`config.mk`:
```
export PLATFORM = sky130hd
export DESIGN_NAME = practical_number_test_top
export DESIGN_NICKNAME = d
export VERILOG_FILES = /design/src/sv/ptn_pkg.sv /design/src/sv/ptn_div.sv /design/src/sv/ptn_dp.sv /design/src/sv/ptn_ctrl.sv /design/src/sv/practical_number_test_top.sv
export SDC_FILE = /design/constraint.sdc
export NUM_CORES = 2
export LEC_CHECK = 0
export BUFFER_PORTS_ARGS = -buffer_cell sky130_fd_sc_hd__buf_2
export CAP_MARGIN = 20
export CORE_ASPECT_RATIO = 1.5
export CORE_MARGIN = 3
export CORE_UTILIZATION = 38
export DETAILED_ROUTE_END_ITERATION = 10
export GPL_TIMING_DRIVEN = 0
export MAX_ROUTING_LAYER = met4
export PLACE_DENSITY = 0.57
export SYNTH_ARGS = -nofsm -noshare
export SYNTH_HDL_FRONTEND = slang
export SYNTH_SLANG_ARGS = --single-unit
```
`constraint.sdc`:
```
create_clock -name clk -period 12.9 [get_ports clk]
set_input_delay 2.58 -clock clk [delete_from_list [all_inputs] [get_ports clk]]
set_output_delay 2.58 -clock clk [all_outputs]
set_load 0.1 [all_outputs]
```
`src/sv/ptn_pkg.sv`:
```
`default_nettype none

package ptn_pkg;

    localparam int VALUE_BITS = 24;
    localparam int SIGMA_BITS = 27;

    // trial divisor stays below 2^(VALUE_BITS/2) while p*p <= remainder
    localparam int P_BITS     = (VALUE_BITS + 1) / 2 + 1;
    localparam int SQ_BITS    = 2 * P_BITS;
    localparam int ACC_BITS   = VALUE_BITS + 4;
    localparam int TERM_BITS  = VALUE_BITS + 1;

    // divider retires two quotient bits per cycle
    localparam int DIV_W      = VALUE_BITS + (VALUE_BITS % 2);
    localparam int DIV_STEPS  = DIV_W / 2;
    localparam int CNT_BITS   = $clog2(DIV_STEPS + 1);

    localparam int P_FIRST    = 2;

    typedef struct packed {
        logic load;
        logic emit;
        logic emit_ok;
        logic div_start;
        logic pow_mul;
        logic term_add;
        logic acc_mul;
        logic next_p;
        logic final_mul;
    } ptn_cmd_t;

    typedef struct packed {
        logic div_done;
        logic rem_zero;
        logic in_power;
        logic p_gt_lim;
        logic sq_gt_rem;
        logic rem_gt_one;
        logic rem_gt_lim;
        logic odd_or_zero;
    } ptn_stat_t;

endpackage

`default_nettype wire

```
`src/sv/ptn_div.sv`:
```
`default_nettype none

module ptn_div (
    input  wire logic                         clk,
    input  wire logic                         rst_n,
    input  wire logic                         start,
    input  wire logic [ptn_pkg::VALUE_BITS-1:0] dividend,
    input  wire logic [ptn_pkg::P_BITS-1:0]     divisor,
    output logic                              done,
    output logic [ptn_pkg::VALUE_BITS-1:0]      quotient,
    output logic                              rem_zero
);
    import ptn_pkg::*;

    logic [CNT_BITS-1:0] cnt_reg, cnt_next;
    logic                done_reg, done_next;
    logic [DIV_W-1:0]    q_reg, q_next;
    logic [P_BITS-1:0]   r_reg, r_next;
    logic [P_BITS-1:0]   d_reg, d_next;

    logic [P_BITS:0]     sh1, sh2, diff1, diff2, d_ext;
    logic                ge1, ge2;
    logic [P_BITS-1:0]   r1, r2;

    always_comb
    begin
        d_ext = {1'b0, d_reg};
        sh1   = {r_reg, q_reg[DIV_W-1]};
        diff1 = sh1 - d_ext;
        ge1   = sh1 >= d_ext;
        r1    = ge1 ? diff1[P_BITS-1:0] : sh1[P_BITS-1:0];
        sh2   = {r1, q_reg[DIV_W-2]};
        diff2 = sh2 - d_ext;
        ge2   = sh2 >= d_ext;
        r2    = ge2 ? diff2[P_BITS-1:0] : sh2[P_BITS-1:0];

        cnt_next  = cnt_reg;
        done_next = 1'b0;
        q_next    = q_reg;
        r_next    = r_reg;
        d_next    = d_reg;
        if (start)
        begin
            cnt_next = CNT_BITS'(DIV_STEPS);
            q_next   = DIV_W'(dividend);
            r_next   = '0;
            d_next   = divisor;
        end
        else if (cnt_reg != '0)
        begin
            cnt_next  = cnt_reg - 1'b1;
            done_next = (cnt_reg == CNT_BITS'(1));
            q_next    = {q_reg[DIV_W-3:0], ge1, ge2};
            r_next    = r2;
        end
    end

    always_ff @(posedge clk or negedge rst_n)
    begin
        if (!rst_n)
        begin
            cnt_reg  <= '0;
            done_reg <= 1'b0;
        end
        else
        begin
            cnt_reg  <= cnt_next;
            done_reg <= done_next;
        end
    end

    always_ff @(posedge clk)
    begin
        q_reg <= q_next;
        r_reg <= r_next;
        d_reg <= d_next;
    end

    assign done     = done_reg;
    assign quotient = q_reg[VALUE_BITS-1:0];
    assign rem_zero = (r_reg == '0);

    a_no_done_after_start: assert property (@(posedge clk) disable iff (!rst_n)
        start |=> !done)
        else $error("divider finished straight after start");

endmodule

`default_nettype wire

```
`src/sv/ptn_dp.sv`:
```
`default_nettype none

module ptn_dp (
    input  wire logic                           clk,
    input  wire logic                           rst_n,
    input  wire ptn_pkg::ptn_cmd_t              cmd,
    input  wire logic [ptn_pkg::VALUE_BITS-1:0] value,
    output ptn_pkg::ptn_stat_t                  stat,
    output logic                                is_practical,
    output logic [ptn_pkg::SIGMA_BITS-1:0]      sigma_sum
);
    import ptn_pkg::*;

    logic [VALUE_BITS-1:0] rem_reg, rem_next;
    logic [P_BITS-1:0]     p_reg, p_next;
    logic [SQ_BITS-1:0]    sq_reg, sq_next;
    logic [ACC_BITS-1:0]   acc_reg, acc_next;
    logic [TERM_BITS-1:0]  term_reg, term_next;
    logic [VALUE_BITS-1:0] pw_reg, pw_next;
    logic                  in_power_reg, in_power_next;
    logic                  is_practical_reg, is_practical_next;
    logic [SIGMA_BITS-1:0] sigma_reg, sigma_next;

    logic                         div_done, div_rem_zero;
    logic [VALUE_BITS-1:0]        div_quot;
    logic [P_BITS-1:0]            p_step;
    logic [SQ_BITS-1:0]           p_step_sq;
    logic [TERM_BITS-1:0]         mul_b;
    logic [ACC_BITS+TERM_BITS-1:0] acc_prod;
    logic [VALUE_BITS+P_BITS-1:0] pw_prod;
    logic [ACC_BITS:0]            acc_lim;
    logic [SIGMA_BITS+ACC_BITS-1:0] acc_wide;

    ptn_div u_div (
        .clk      (clk),
        .rst_n    (rst_n),
        .start    (cmd.div_start),
        .dividend (rem_reg),
        .divisor  (p_reg),
        .done     (div_done),
        .quotient (div_quot),
        .rem_zero (div_rem_zero)
    );

    always_comb
    begin
        // after two only odd candidates can be prime
        p_step    = p_reg + ((p_reg == P_BITS'(P_FIRST)) ? P_BITS'(1) : P_BITS'(2));
        p_step_sq = SQ_BITS'(p_step) * SQ_BITS'(p_step);
        mul_b     = cmd.final_mul ? (TERM_BITS'(rem_reg) + 1'b1) : term_reg;
        acc_prod  = (ACC_BITS+TERM_BITS)'(acc_reg) * (ACC_BITS+TERM_BITS)'(mul_b);
        pw_prod   = (VALUE_BITS+P_BITS)'(pw_reg) * (VALUE_BITS+P_BITS)'(p_reg);
        acc_lim   = {1'b0, acc_reg} + 1'b1;
        acc_wide  = {{SIGMA_BITS{1'b0}}, acc_reg};

        rem_next          = rem_reg;
        p_next            = p_reg;
        sq_next           = sq_reg;
        acc_next          = acc_reg;
        term_next         = term_reg;
        pw_next           = pw_reg;
        in_power_next     = in_power_reg;
        is_practical_next = is_practical_reg;
        sigma_next        = sigma_reg;

        if (cmd.load)
        begin
            rem_next      = value;
            p_next        = P_BITS'(P_FIRST);
            sq_next       = SQ_BITS'(P_FIRST * P_FIRST);
            acc_next      = ACC_BITS'(1);
            term_next     = TERM_BITS'(1);
            pw_next       = VALUE_BITS'(1);
            in_power_next = 1'b0;
        end
        if (cmd.pow_mul)
        begin
            rem_next      = div_quot;
            pw_next       = pw_prod[VALUE_BITS-1:0];
            in_power_next = 1'b1;
        end
        if (cmd.term_add)
            term_next = term_reg + TERM_BITS'(pw_reg);
        if (cmd.acc_mul || cmd.final_mul)
            acc_next = acc_prod[ACC_BITS-1:0];
        if (cmd.next_p)
        begin
            p_next        = p_step;
            sq_next       = p_step_sq;
            term_next     = TERM_BITS'(1);
            pw_next       = VALUE_BITS'(1);
            in_power_next = 1'b0;
        end
        if (cmd.emit)
        begin
            is_practical_next = cmd.emit_ok;
            sigma_next        = cmd.emit_ok ? acc_wide[SIGMA_BITS-1:0] : '0;
        end
    end

    always_ff @(posedge clk or negedge rst_n)
    begin
        if (!rst_n)
            in_power_reg <= 1'b0;
        else
            in_power_reg <= in_power_next;
    end

    always_ff @(posedge clk)
    begin
        rem_reg          <= rem_next;
        p_reg            <= p_next;
        sq_reg           <= sq_next;
        acc_reg          <= acc_next;
        term_reg         <= term_next;
        pw_reg           <= pw_next;
        is_practical_reg <= is_practical_next;
        sigma_reg        <= sigma_next;
    end

    always_comb
    begin
        stat.div_done    = div_done;
        stat.rem_zero    = div_rem_zero;
        stat.in_power    = in_power_reg;
        stat.p_gt_lim    = (ACC_BITS+1)'(p_reg) > acc_lim;
        stat.sq_gt_rem   = sq_reg > SQ_BITS'(rem_reg);
        stat.rem_gt_one  = rem_reg > VALUE_BITS'(1);
        stat.rem_gt_lim  = (ACC_BITS+1)'(rem_reg) > acc_lim;
        stat.odd_or_zero = rem_reg[0] || (rem_reg == '0);
    end

    assign is_practical = is_practical_reg;
    assign sigma_sum    = sigma_reg;

    a_pow_needs_zero_rem: assert property (@(posedge clk) disable iff (!rst_n)
        cmd.pow_mul |-> (div_done && div_rem_zero))
        else $error("prime power taken without exact division");

endmodule

`default_nettype wire

```
`src/sv/ptn_ctrl.sv`:
```
`default_nettype none

module ptn_ctrl (
    input  wire logic               clk,
    input  wire logic               rst_n,
    input  wire logic               start,
    input  wire ptn_pkg::ptn_stat_t stat,
    output ptn_pkg::ptn_cmd_t       cmd,
    output logic                    busy,
    output logic                    done
);
    import ptn_pkg::*;

    localparam logic [2:0] S_IDLE  = 3'd0;
    localparam logic [2:0] S_START = 3'd1;
    localparam logic [2:0] S_CHECK = 3'd2;
    localparam logic [2:0] S_DIVW  = 3'd3;
    localparam logic [2:0] S_TERM  = 3'd4;
    localparam logic [2:0] S_FINAL = 3'd5;
    localparam logic [2:0] S_EMIT  = 3'd6;

    logic [2:0] state_reg, state_next;
    logic       done_reg, done_next;

    always_comb
    begin
        state_next = state_reg;
        cmd        = '0;
        unique case (state_reg)
            S_IDLE:
            begin
                if (start)
                begin
                    cmd.load   = 1'b1;
                    state_next = S_START;
                end
            end
            S_START:
            begin
                if (stat.odd_or_zero)
                begin
                    cmd.emit   = 1'b1;
                    state_next = S_IDLE;
                end
                else
                    state_next = S_CHECK;
            end
            S_CHECK:
            begin
                if (stat.sq_gt_rem)
                    state_next = S_FINAL;
                else
                begin
                    cmd.div_start = 1'b1;
                    state_next    = S_DIVW;
                end
            end
            S_DIVW:
            begin
                if (stat.div_done)
                begin
                    if (stat.rem_zero)
                    begin
                        // the bound is only checked on the first factor of a prime
                        if (!stat.in_power && stat.p_gt_lim)
                        begin
                            cmd.emit   = 1'b1;
                            state_next = S_IDLE;
                        end
                        else
                        begin
                            cmd.pow_mul = 1'b1;
                            state_next  = S_TERM;
                        end
                    end
                    else
                    begin
                        cmd.acc_mul = stat.in_power;
                        cmd.next_p  = 1'b1;
                        state_next  = S_CHECK;
                    end
                end
            end
            S_TERM:
            begin
                cmd.term_add  = 1'b1;
                cmd.div_start = 1'b1;
                state_next    = S_DIVW;
            end
            S_FINAL:
            begin
                if (!stat.rem_gt_one)
                begin
                    cmd.emit    = 1'b1;
                    cmd.emit_ok = 1'b1;
                    state_next  = S_IDLE;
                end
                else if (stat.rem_gt_lim)
                begin
                    cmd.emit   = 1'b1;
                    state_next = S_IDLE;
                end
                else
                begin
                    cmd.final_mul = 1'b1;
                    state_next    = S_EMIT;
                end
            end
            S_EMIT:
            begin
                cmd.emit    = 1'b1;
                cmd.emit_ok = 1'b1;
                state_next  = S_IDLE;
            end
            default:
                state_next = S_IDLE;
        endcase
        done_next = cmd.emit;
    end

    always_ff @(posedge clk or negedge rst_n)
    begin
        if (!rst_n)
        begin
            state_reg <= S_IDLE;
            done_reg  <= 1'b0;
        end
        else
        begin
            state_reg <= state_next;
            done_reg  <= done_next;
        end
    end

    assign busy = (state_reg != S_IDLE);
    assign done = done_reg;

    a_done_single: assert property (@(posedge clk) disable iff (!rst_n)
        done |=> !done)
        else $error("result strobe held for two cycles");

    a_accept_no_done: assert property (@(posedge clk) disable iff (!rst_n)
        (start && !busy) |=> !done)
        else $error("result strobe right after accepting a beat");

endmodule

`default_nettype wire

```
`src/sv/practical_number_test_top.sv`:
```
// flow: odd or zero values are rejected straight after the load; else each trial divisor
// (2 then odd candidates up to the square root of the remaining cofactor) takes one divider
// run, plus one more run per further power of a dividing prime
// throughput: one value at a time, set by the 2-bit-per-cycle trial divider
// busy drops with the result strobe, so the next value is taken in that cycle
// reset: asynchronous, active low, returns the controller to idle with no strobe
`default_nettype none

module practical_number_test_top (
    input  wire logic                           clk,
    input  wire logic                           rst_n,
    input  wire logic                           start,
    output logic                                busy,
    input  wire logic [ptn_pkg::VALUE_BITS-1:0] value,
    output logic                                done,
    output logic                                is_practical,
    output logic [ptn_pkg::SIGMA_BITS-1:0]      sigma_sum
);
    import ptn_pkg::*;

    ptn_cmd_t  cmd;
    ptn_stat_t stat;

    ptn_ctrl u_ctrl (
        .clk   (clk),
        .rst_n (rst_n),
        .start (start),
        .stat  (stat),
        .cmd   (cmd),
        .busy  (busy),
        .done  (done)
    );

    ptn_dp u_dp (
        .clk          (clk),
        .rst_n        (rst_n),
        .cmd          (cmd),
        .value        (value),
        .stat         (stat),
        .is_practical (is_practical),
        .sigma_sum    (sigma_sum)
    );

    a_idle_on_done: assert property (@(posedge clk) disable iff (!rst_n)
        done |-> !busy)
        else $error("busy while a result beat is shown");

    a_reject_zero_sum: assert property (@(posedge clk) disable iff (!rst_n)
        (done && !is_practical) |-> (sigma_sum == '0))
        else $error("rejected value carries a divisor sum");

endmodule

`default_nettype wire
```
==> run_results.csv <==
group,metric,value,unit
outcome,status,"finished, final reports clean",
critical_path,worstPathArrival,12.53,ns
timing,rsz0062_at_grt,"false",
critical_path,timing.rr.start,"u_dp.acc_reg[11]",
floorplan,coreArea,96000,um^2
critical_path,path_class,"reg -> reg",
hold_path,min_path_cells,2,
global_routing,grt_pass1_vias,30353,
place,gp_congestion,1.00,
detailed_routing,viasPerCell,5.32,
clock_network,clkTransAtPathRegs,0.07,ns
critical_path,cp_data_required_time,13.21,ns
hold_path,hp-start,"u_dp.u_div.r_reg[1]",
clock_network,cts_buffers,25,
critical_path,cp_common_cell,"fa_1",
critical_path,reg2reg_setup_slack,0.68,ns
global_routing,grt-ovfl-total,0,
timing,fin_crit_sh,94.7,%
floorplan,fp.dieArea,101000,um^2
yosys,synth_edf_count,154,
detailed_routing,wirelength,125000,um
run,drv_cap,0,
hold_path,hold_end,"u_dp.u_div.r_reg[1]",
yosys,yosys_most_used_dff,"edfxtp_1",
yosys,syn_nets,4995,
clock_network,h-tree-depth,1,
timing,fin_crit,12.22,ns
timing,worst_slew_pin_slew,1.34,ns
yosys,syn_area,36800,um^2
yosys,yosysMostFrequentCell,"inv_1",
yosys,synth_area_per_cell,9.04,um^2
yosys,yosys.area.top_type,"fa_1",
final_layout,syn_to_final_growth,8.02,%
timing,timing.final.hold_violations,0,
clock_network,clockRootBuffer,"clkbuf_16",
timing,max_freq,81.8,MHz
yosys,yosys-top-cells-count,"721 x inv_1, 573 x fa_1, 509 x nand2_1",
final_layout,nets,5093,
clock_network,post_cts_buffers,0,
yosys,yosysWarnings,0,
critical_path,cp.depth,37,
clock_network,cts.sinks,226,
timing,max-slew-margin-rel,9.63,%
yosys,seq_area_frac_synth,16.6,%
final_layout,largest_reg_flops,28,
critical_path,cp-end-kind,"flip-flop",
detailed_routing,ant_nets,0,
critical_path,cp_max_fo,10,
critical_path,critPathTopFamily,"adder cells",
global_routing,grt_pass1_wl,187000,um
global_routing,grtUsageTotal,25.7,%
clock_network,cts_tree,"yes",
global_routing,grt_max_degree,38,
detailed_routing,wl_per_cell,22.8,um
final_layout,drive_above_1_share,4.60,%
timing,fin_setup_tns,0,ns
floorplan,io_pins,57,
yosys,ys_types,82,
critical_path,cp-start-kind,"flip-flop",
global_routing,antenna_found_initial,2,
critical_path,slowest_stage,"clkbuf_1",
critical_path,reg2reg_depth,37,
yosys,synth_cells,4075,
critical_path,critical-path-max-stage-delay,0.77,ns
timing,setup_viol,0,
timing,finClkSkew,0.00981,ns
critical_path,crit_buf_inv,10,
floorplan,start_util,38.4,%
detailed_routing,drtIter0Drc,1756,
floorplan,die-height,387,um
floorplan,die_w,260,um
detailed_routing,vias,29088,
timing,drv_slew,0,
yosys,async_flop_share,4.42,%
floorplan,fp-row-count,139,
yosys,yosys-top-cells-area,"fa_1 31%, edfxtp_1 13%, ha_1 11%",
place,port_buffers,56,
yosys,synth_top_area_share,31.1,%
clock_network,cts_buffer_depth,3,
place,dpl.hpwl,103000,um
yosys,ys_ff_latch,226,
clock_network,clk_latency,0.58,ns
detailed_routing,drcViolationCount,0,
hold_path,hp-class,"reg -> reg",
critical_path,r2r-end,"u_dp.acc_reg[27]",
detailed_routing,drtPass1Iterations,6,
-- cells in the final DEF (no fill, tap or decap), drive strengths merged, types with 36 or more instances in the layout --
master  count
a21oi     107
and2      240
and3       53
buf        87
clkbuf    200
dfxtp      62
edfxtp    154
fa        573
ha        320
inv       727
nand2     509
nand3      57
nand4      44
nor2      253
nor2b      64
nor3       46
o21a       36
o21ai      93
xnor2     139
xor2       58
-- layer usage --
metal  vias to the layer above  GRT usage [%]  wire, um
met1                     14617           26.7     43700
met4                         0           17.6     10800
met3                       416           2.61      5630
met2                       981           45.5     64600
li1                      13074              -         -
met5                         -              -         0
-- repair_timing --
item / CTS / global route
endpoints found under the setup margin: 0 / 3
gates resized for setup: 0 / 4
hold buffers: 0 / 0
-- worst register-to-register path, delay by kind of cell (launching register included) --
family / cells / cell delay [ns]
buffers and inverters: 10 / 2.77
adder cells (fa/ha/maj): 9 / 4.19
AO/OA/AOI/OAI: 5 / 2.12
flip-flops: 1 / 0.55
XOR/XNOR: 2 / 0.33
AND/OR/NAND/NOR: 11 / 2.01
-- worst max path at each step --
stage / end / slack, ns / startpoint
CTS: u_dp.acc_reg[27] / 0.58 / u_dp.acc_reg[0]
floorplan: u_dp.acc_reg[27] / 3.30 / u_dp.acc_reg[5]
detailed placement: u_dp.acc_reg[27] / 0.61 / u_dp.acc_reg[0]
finish: u_dp.acc_reg[27] / 0.68 / u_dp.acc_reg[11]
global route: u_dp.acc_reg[27] / 0.22 / u_dp.acc_reg[5]
global placement: u_dp.acc_reg[27] / 0.36 / u_dp.acc_reg[0]
-- per-stage QoR --
stage          area (um^2)  instances  util [%]  setup WS, ns  hold WS, ns
6_report             39800       5468      41.5         0.681        0.509
5_1_grt              39800       5462      41.4         0.222        0.528
4_1_cts              39700       5456      41.4         0.576        0.504
3_5_place_dp         38900       5410      40.5         0.613        0.497
3_3_place_gp         38700       5400      40.3         0.364        0.491
2_1_floorplan        36800       4075         -          3.30        0.455
-- kinds of logic (layout without fill, tap and decap cells) --
| kind of cell | Yosys count | after routing | synth area share [%] |
|---|---|---|---|
| other | 0 | 7 | 0 |
| AOI/OAI and AO/OA | 422 | 422 | 7.38 |
| DFF | 226 | 226 | 16.6 |
| muxes | 50 | 50 | 1.52 |
| adders and majority gates | 893 | 893 | 42.0 |
| xor gates and xnor gates | 204 | 204 | 5.14 |
| buffers and inverters | 908 | 1025 | 9.35 |
| and+or+nand+nor | 1372 | 1372 | 18.0 |
-- cell type report --
cell class,count,area (um^2)
fill,9739,56200
multi-input combinational,2941,27300
sequential,226,6120
inverter,723,2710
tap,1269,1590
buffer,185,732
clock buffer,31,679
timing repair buffer,71,489
clock inverter,15,160
antenna,7,17.5
Power is left out: the tool's default activity adds up to more than one toggle a clock period on the data nets, which glitch-free logic cannot reach.
